`config.mk`:
```
export PLATFORM = sky130hd
export DESIGN_NAME = obbcp_norm
export DESIGN_NICKNAME = d
export VERILOG_FILES = /design/src/design/obbcp_pkg.sv /design/src/design/obbcp_norm.sv
export SDC_FILE = /design/constraint.sdc
export NUM_CORES = 2
export LEC_CHECK = 0
export BUFFER_PORTS_ARGS = -buffer_cell sky130_fd_sc_hd__buf_2
export CORE_MARGIN = 1.5
export CORE_UTILIZATION = 25
export CTS_BUF_LIST = sky130_fd_sc_hd__clkbuf_8 sky130_fd_sc_hd__clkbuf_16
export DETAILED_ROUTE_END_ITERATION = 12
export PLACE_DENSITY_LB_ADDON = 0.25
export SKIP_LAST_GASP = 1
export SLEW_MARGIN = 15
export SYNTH_ARGS = -nofsm -noshare
export SYNTH_HDL_FRONTEND = slang
export SYNTH_SLANG_ARGS = --single-unit
```
`constraint.sdc`:
```
create_clock -name clk -period 6.1 [get_ports clk]
set_clock_uncertainty 0.2 [all_clocks]
set_input_delay 0 -clock clk [delete_from_list [all_inputs] [get_ports clk]]
set_output_delay 0 -clock clk [all_outputs]
set_load 0.02 [all_outputs]
```
`src/design/obbcp_pkg.sv`:
```
// shared types and constants for the obb closest point block
package obbcp_pkg;

    localparam int COORD_WIDTH_DEF    = 16;
    localparam int AXIS_FRAC_BITS_DEF = 14;
    localparam int CFG_IDX_W          = 3;

    typedef enum logic [CFG_IDX_W-1:0] {
        REG_BOX_CENTER   = 3'd0,
        REG_AXIS_RIGHT   = 3'd1,
        REG_AXIS_UP      = 3'd2,
        REG_AXIS_FORWARD = 3'd3,
        REG_HALF_EXTENTS = 3'd4
    } cfg_reg_t;

    typedef enum logic [1:0] {
        N_IDLE,
        N_SQRT,
        N_LOAD,
        N_DIV
    } norm_state_t;

    typedef struct packed {
        logic       start;
        logic [1:0] axis;
    } norm_cmd_t;

endpackage

```
`src/design/obbcp_norm.sv`:
```
// axis normalizer: iterative square root and restoring division, holds unit axes
module obbcp_norm
    import obbcp_pkg::*;
#(
    parameter int COORD_WIDTH    = COORD_WIDTH_DEF,
    parameter int AXIS_FRAC_BITS = AXIS_FRAC_BITS_DEF
)
(
    input  logic                                   clk,
    input  logic                                   rst_n,
    input  norm_cmd_t                              cmd,
    input  logic [3*(AXIS_FRAC_BITS+2)-1:0]        axis_data,
    output logic                                   busy,
    output logic [2:0][2:0][AXIS_FRAC_BITS+1:0]    unit_axes
);

    localparam int AF   = AXIS_FRAC_BITS;
    localparam int AW   = AF + 2;
    localparam int NNW  = 2 * AW;
    localparam int XW   = NNW + 16;
    localparam int SW   = XW / 2;
    localparam int NW   = 2 * AF + 11;
    localparam int SQC_W = $clog2(SW);
    localparam int DVC_W = $clog2(NW);
    localparam logic [SQC_W-1:0] SQ_LAST = SQC_W'(SW - 1);
    localparam logic [DVC_W-1:0] DV_LAST = DVC_W'(NW - 1);

    norm_state_t state_reg, state_next;

    logic [3*AW-1:0]   raw_reg;
    logic [1:0]        axis_reg;
    logic [1:0]        comp_reg;
    logic [XW-1:0]     x_reg, res_reg, bit_reg;
    logic [SQC_W-1:0]  sq_cnt_reg;
    logic [DVC_W-1:0]  dv_cnt_reg;
    logic [NW-1:0]     num_reg, quo_reg;
    logic [SW-1:0]     rem_reg;
    logic [2:0][2:0][AW-1:0] u_reg;

    // sum of squares of the incoming axis
    logic signed [AW-1:0] a_in [3];
    logic [NNW-1:0]       n_in;
    always_comb
    begin
        for (int i = 0; i < 3; i++)
            a_in[i] = $signed(axis_data[i*AW +: AW]);
        n_in = NNW'($signed(NNW'(a_in[0])) * $signed(NNW'(a_in[0])))
             + NNW'($signed(NNW'(a_in[1])) * $signed(NNW'(a_in[1])))
             + NNW'($signed(NNW'(a_in[2])) * $signed(NNW'(a_in[2])));
    end

    // one square root step
    logic [XW-1:0] sq_t, x_step, res_step;
    always_comb
    begin
        sq_t = res_reg + bit_reg;
        if (x_reg >= sq_t)
        begin
            x_step   = x_reg - sq_t;
            res_step = (res_reg >> 1) + bit_reg;
        end
        else
        begin
            x_step   = x_reg;
            res_step = res_reg >> 1;
        end
    end

    // dividend for the selected component
    logic [SW-1:0]        s_val;
    logic signed [AW-1:0] a_sel;
    logic                 a_neg;
    logic [AW-1:0]        a_abs;
    logic [NW-1:0]        num_init;
    always_comb
    begin
        s_val    = res_reg[SW-1:0];
        a_sel    = $signed(raw_reg[comp_reg*AW +: AW]);
        a_neg    = a_sel[AW-1];
        a_abs    = a_neg ? AW'(-a_sel) : AW'(a_sel);
        num_init = NW'({a_abs, {(AF+8){1'b0}}}) + NW'(s_val >> 1);
    end

    // one division step
    logic [SW:0]   rem_sh;
    logic          q_bit;
    logic [SW-1:0] rem_step;
    logic [NW-1:0] quo_step;
    logic [AW-1:0] q_mag;
    logic [AW-1:0] u_val;
    always_comb
    begin
        rem_sh = {rem_reg, num_reg[NW-1]};
        q_bit  = (rem_sh >= {1'b0, s_val});
        rem_step = q_bit ? SW'(rem_sh - {1'b0, s_val}) : rem_sh[SW-1:0];
        quo_step = {quo_reg[NW-2:0], q_bit};
        if (quo_step > NW'(1 << AF))
            q_mag = AW'(1 << AF);
        else
            q_mag = quo_step[AW-1:0];
        if (s_val == '0)
            u_val = '0;
        else
            u_val = a_neg ? AW'(-q_mag) : q_mag;
    end

    always_comb
    begin
        state_next = state_reg;
        unique case (state_reg)
            N_IDLE: if (cmd.start) state_next = N_SQRT;
            N_SQRT: if (sq_cnt_reg == SQ_LAST) state_next = N_LOAD;
            N_LOAD: state_next = N_DIV;
            N_DIV:
                if (dv_cnt_reg == DV_LAST)
                    state_next = (comp_reg == 2'd2) ? N_IDLE : N_LOAD;
            default: state_next = N_IDLE;
        endcase
    end

    always_comb
    begin
        busy      = (state_reg != N_IDLE);
        unit_axes = u_reg;
    end

    always_ff @(posedge clk or negedge rst_n)
    begin
        if (!rst_n)
        begin
            state_reg  <= N_IDLE;
            comp_reg   <= '0;
            sq_cnt_reg <= '0;
            dv_cnt_reg <= '0;
            for (int j = 0; j < 3; j++)
                for (int i = 0; i < 3; i++)
                    u_reg[j][i] <= (i == j) ? AW'(1 << AF) : '0;
        end
        else
        begin
            state_reg <= state_next;
            unique case (state_reg)
                N_IDLE:
                    if (cmd.start)
                    begin
                        comp_reg   <= '0;
                        sq_cnt_reg <= '0;
                    end
                N_SQRT: sq_cnt_reg <= sq_cnt_reg + 1'b1;
                N_LOAD: dv_cnt_reg <= '0;
                N_DIV:
                begin
                    dv_cnt_reg <= dv_cnt_reg + 1'b1;
                    if (dv_cnt_reg == DV_LAST)
                    begin
                        u_reg[axis_reg][comp_reg] <= u_val;
                        comp_reg <= comp_reg + 1'b1;
                    end
                end
                default: ;
            endcase
        end
    end

    // datapath registers
    always_ff @(posedge clk)
    begin
        unique case (state_reg)
            N_IDLE:
                if (cmd.start)
                begin
                    raw_reg  <= axis_data;
                    axis_reg <= cmd.axis;
                    x_reg    <= {n_in, 16'b0};
                    res_reg  <= '0;
                    bit_reg  <= XW'(1) << (XW - 2);
                end
            N_SQRT:
            begin
                x_reg   <= x_step;
                res_reg <= res_step;
                bit_reg <= bit_reg >> 2;
            end
            N_LOAD:
            begin
                num_reg <= num_init;
                rem_reg <= '0;
                quo_reg <= '0;
            end
            N_DIV:
            begin
                num_reg <= {num_reg[NW-2:0], 1'b0};
                rem_reg <= rem_step;
                quo_reg <= quo_step;
            end
            default: ;
        endcase
    end

endmodule

```
==> impl_results.rst <==
.. list-table::
   :header-rows: 1

   * - Metric
     - Value
   * - Min-delay worst type
     - input port to register
   * - Required time of the critical path
     - 6.25 ns
   * - CTS tree
     - yes
   * - Post-synthesis average cell area
     - 9.78 sq um
   * - Final critical-path share of the clock period
     - 117%
   * - Violated checks
     - setup timing
   * - Slew at the pin with the worst max-slew slack
     - 1.02 ns
   * - CP Launch Point
     - axis_data[42]
   * - First-pass GRT wire length
     - 233,000 um
   * - Core area
     - 203,000 sq um
   * - Largest fanout on the critical path
     - 5
   * - Clk pin slew, worst setup/hold paths
     - 0.06 ns
   * - Relative slew margins
     - 31.6%
   * - Routed WL
     - 147,000 um
   * - Combined global-route utilization of all metal layers
     - 14.4%
   * - Number of synthesized flops with an enable pin
     - 271
   * - Number of setup violations in the final report
     - 21
   * - Synthesized instance count
     - 5,216
   * - Critical path buffer and inverter count
     - 10
   * - Most used cells in the layout excluding fill and tap cells
     - inv_1, fa_1, nand2_1, buf_4, ha_1
   * - Die boundary height
     - 455 um
   * - Number of warnings reported in the yosys synthesis log
     - 0
   * - Status
     - finished, violations left
   * - Root buffer cell
     - clkbuf_16
   * - Startpoint of the worst hold path
     - axis_data[32]
   * - Final Critical Period
     - 7.14 ns
   * - Classification of the worst setup path
     - input port to register
   * - Final net count
     - 7,153
   * - Delay-heaviest family, CP
     - adder cells
   * - GRT met1 Usage
     - 19.7%
   * - Most common cell after layout, fill and taps aside
     - inv_1
   * - Drt via density
     - 4.37
   * - Post-detailed-route count of antenna-violating nets
     - 0
   * - Max reg flops
     - 144
   * - Delay of the slowest cell on the worst path
     - 0.59 ns
   * - Final Hold Fails
     - 0
   * - Net count of the mapped netlist
     - 6,426
   * - Std-Cell Rows
     - 165
   * - Clock Sink Count
     - 430
   * - Post-route worst setup slack
     - -1.04 ns
   * - Chip width
     - 455 um
   * - Avg WL per Cell
     - 17.0 um
   * - Total vias in the final route
     - 37,800
   * - Cell area after synthesis
     - 51,000 sq um
   * - Setup repair after global routing missed its margin
     - yes
   * - DIE AREA
     - 207,000 sq um
   * - Flop and latch count out of synthesis
     - 430
   * - Routability cong.
     - 0.844
   * - Met2 Use GR
     - 25.1%
   * - Max Cap Violations
     - 0
   * - Sequential area share after synthesis
     - 23.8%
   * - Cell type with the highest occurrence count on the critical path
     - fa_1
   * - Kind of start point of the critical path
     - input port
   * - CTS Buf Count
     - 52
   * - Buffers on Ports
     - 197
   * - H-tree depth
     - 2
   * - Max-slew violation count
     - 0
   * - Maximum number of pins on one net before global-route repair
     - 99
   * - Worst r2r src
     - bit_reg[0]
   * - Grt met3 use
     - 1.52%
   * - Worst-Skew Late Latency
     - 0.65 ns
   * - Remaining DRCs
     - 0
   * - HPWL reported at the end of detailed placement
     - 123,000 um
   * - Total gr overflow
     - 0
   * - Final hold slack
     - 0.0505 ns
   * - Initial Util
     - 25.2%
   * - Initial antenna violation count
     - 4
   * - Ratio of cells with drive above 1 in the final layout
     - 18.9%
   * - Layout overhead on the synthesized area
     - 23.9%
   * - Crit. End Element
     - register
   * - Arrival @ worst endpoint
     - 7.29 ns
   * - Io pins
     - 198
   * - Worst slack at placement
     - -2.05 ns
   * - Most used routing layer in global routing
     - met2
   * - DRC marker count from the first detailed-route iteration
     - 2,139
   * - First drt pass iteration count
     - 5
   * - Count of different cell masters after synthesis
     - 88
   * - Via count of the first global-routing pass
     - 40,100
   * - Highest clock rate
     - 0.140 GHz
   * - Maximum buffer depth of the clock tree
     - 3
   * - Most common flop cell mapped by yosys
     - edfxtp_1
   * - Proportion of register bits with asynchronous set or reset after synthesis
     - 37.0%
   * - Slowest cell on the critical path
     - fa_1
   * - Final core utilization
     - 31.2%
kinds of logic after synthesis:
group | count (synthesis) | synth area share, %
simple gates | 1319 | 12.2
buf+inv | 1247 | 9.23
fa+ha+maj | 1157 | 40.5
compound gates | 773 | 9.25
flops | 430 | 23.8
xor+xnor | 266 | 4.58
mux | 24 | 0.479
repair_timing:
action,in CTS,in global routing
resized for setup,181,143
endpoints found under the hold margin,214,0
setup buffers,31,27
pin swaps,79,112
hold buffers,60,0
endpoints found under the setup margin,64,119
cloned,0,3
path summary, 6_finish.rpt:
kind / to / slack, ns / cells after the start
max: x_reg[45] / -1.04 / 31
min: x_reg[16] / 0.05 / 6
max reg2reg: x_reg[42] / 0.11 / 21
min reg2reg: unit_axes[100] / 0.27 / 2
max in group asynchronous: unit_axes[39] / 4.70 / 4
min in group asynchronous: unit_axes[79] / 0.25 / 4
stage by stage:
step,area (sq um),instances,setup TNS (ns)
final,63200,8660,-13.89
after floorplan,51600,5216,-15.39
after global placement,59100,8444,-35.47
after detailed placement,59100,8444,-36.95
after global routing,63200,8659,-18.89
after CTS,62400,8632,-14.36
final cells by class:
cell class                 instances  area [sq um]
clock buffer                      64          1500
clock inverter                    34           305
fill                           21200        139000
tap                             2672          3340
inverter                        1081          4100
multi-input combinational       3540         35100
timing repair buffer             838          6720
antenna                            1          2.50
sequential                       430         12100
Yosys cell counts (all sizes together), types with 4 or more instances:
library cell / count / area share (%)
a2111oi: 4 / 0.083
a211oi: 42 / 0.62
a21boi: 13 / 0.19
a21o: 54 / 0.80
a21oi: 153 / 1.5
a2bb2oi: 4 / 0.069
a311oi: 8 / 0.14
a31o: 7 / 0.12
a31oi: 64 / 0.79
and2: 192 / 2.4
and3: 58 / 0.71
and4: 5 / 0.086
buf: 20 / 0.20
clkbuf: 146 / 1.1
dfrtp: 156 / 7.7
edfxtp: 271 / 16
fa: 820 / 32
ha: 337 / 8.3
inv: 1080 / 8.0
mux2i: 21 / 0.41
nand2: 577 / 4.2
nand2b: 26 / 0.32
nand3: 50 / 0.50
nand3b: 4 / 0.066
nand4: 29 / 0.36
nor2: 226 / 1.7
nor2b: 48 / 0.59
nor3: 36 / 0.35
nor3b: 7 / 0.10
nor4: 25 / 0.35
o211ai: 11 / 0.17
o21a: 13 / 0.19
o21ai: 312 / 3.1
o21bai: 22 / 0.32
o221ai: 4 / 0.069
o22ai: 4 / 0.049
o2bb2ai: 9 / 0.19
o311ai: 4 / 0.069
o31ai: 10 / 0.15
or2: 10 / 0.12
or3: 13 / 0.17
or4: 9 / 0.14
xnor2: 163 / 2.8
xor2: 103 / 1.8
layer usage:
layer	vias to the layer above	wire length, um
li1	18000	-
met1	19100	67600
met2	656	72100
met3	108	5710
met4	2	1970
met5	-	13
worst reg2reg max path, cell delays in order (launching register included):
cell and delay [ns]:
edfxtp_1 0.46, ha_1 0.24, ha_1 0.23, a211oi_2 0.24
o31ai_2 0.14, a31oi_1 0.25, nor2_1 0.08, or2_2 0.33
and3_1 0.19, o21ai_0 0.19, xor2_1 0.37, ha_2 0.39
nand3_1 0.17, o221ai_1 0.13, a21oi_1 0.21, a31oi_1 0.11
a21oi_1 0.57, o31ai_1 0.25, a21boi_0 0.50, o21ai_0 0.18
xnor2_1 0.19, a21oi_1 0.09
Power is not shown: default switching activity piles up to over one toggle a cycle in this logic, so the estimate is an artifact.
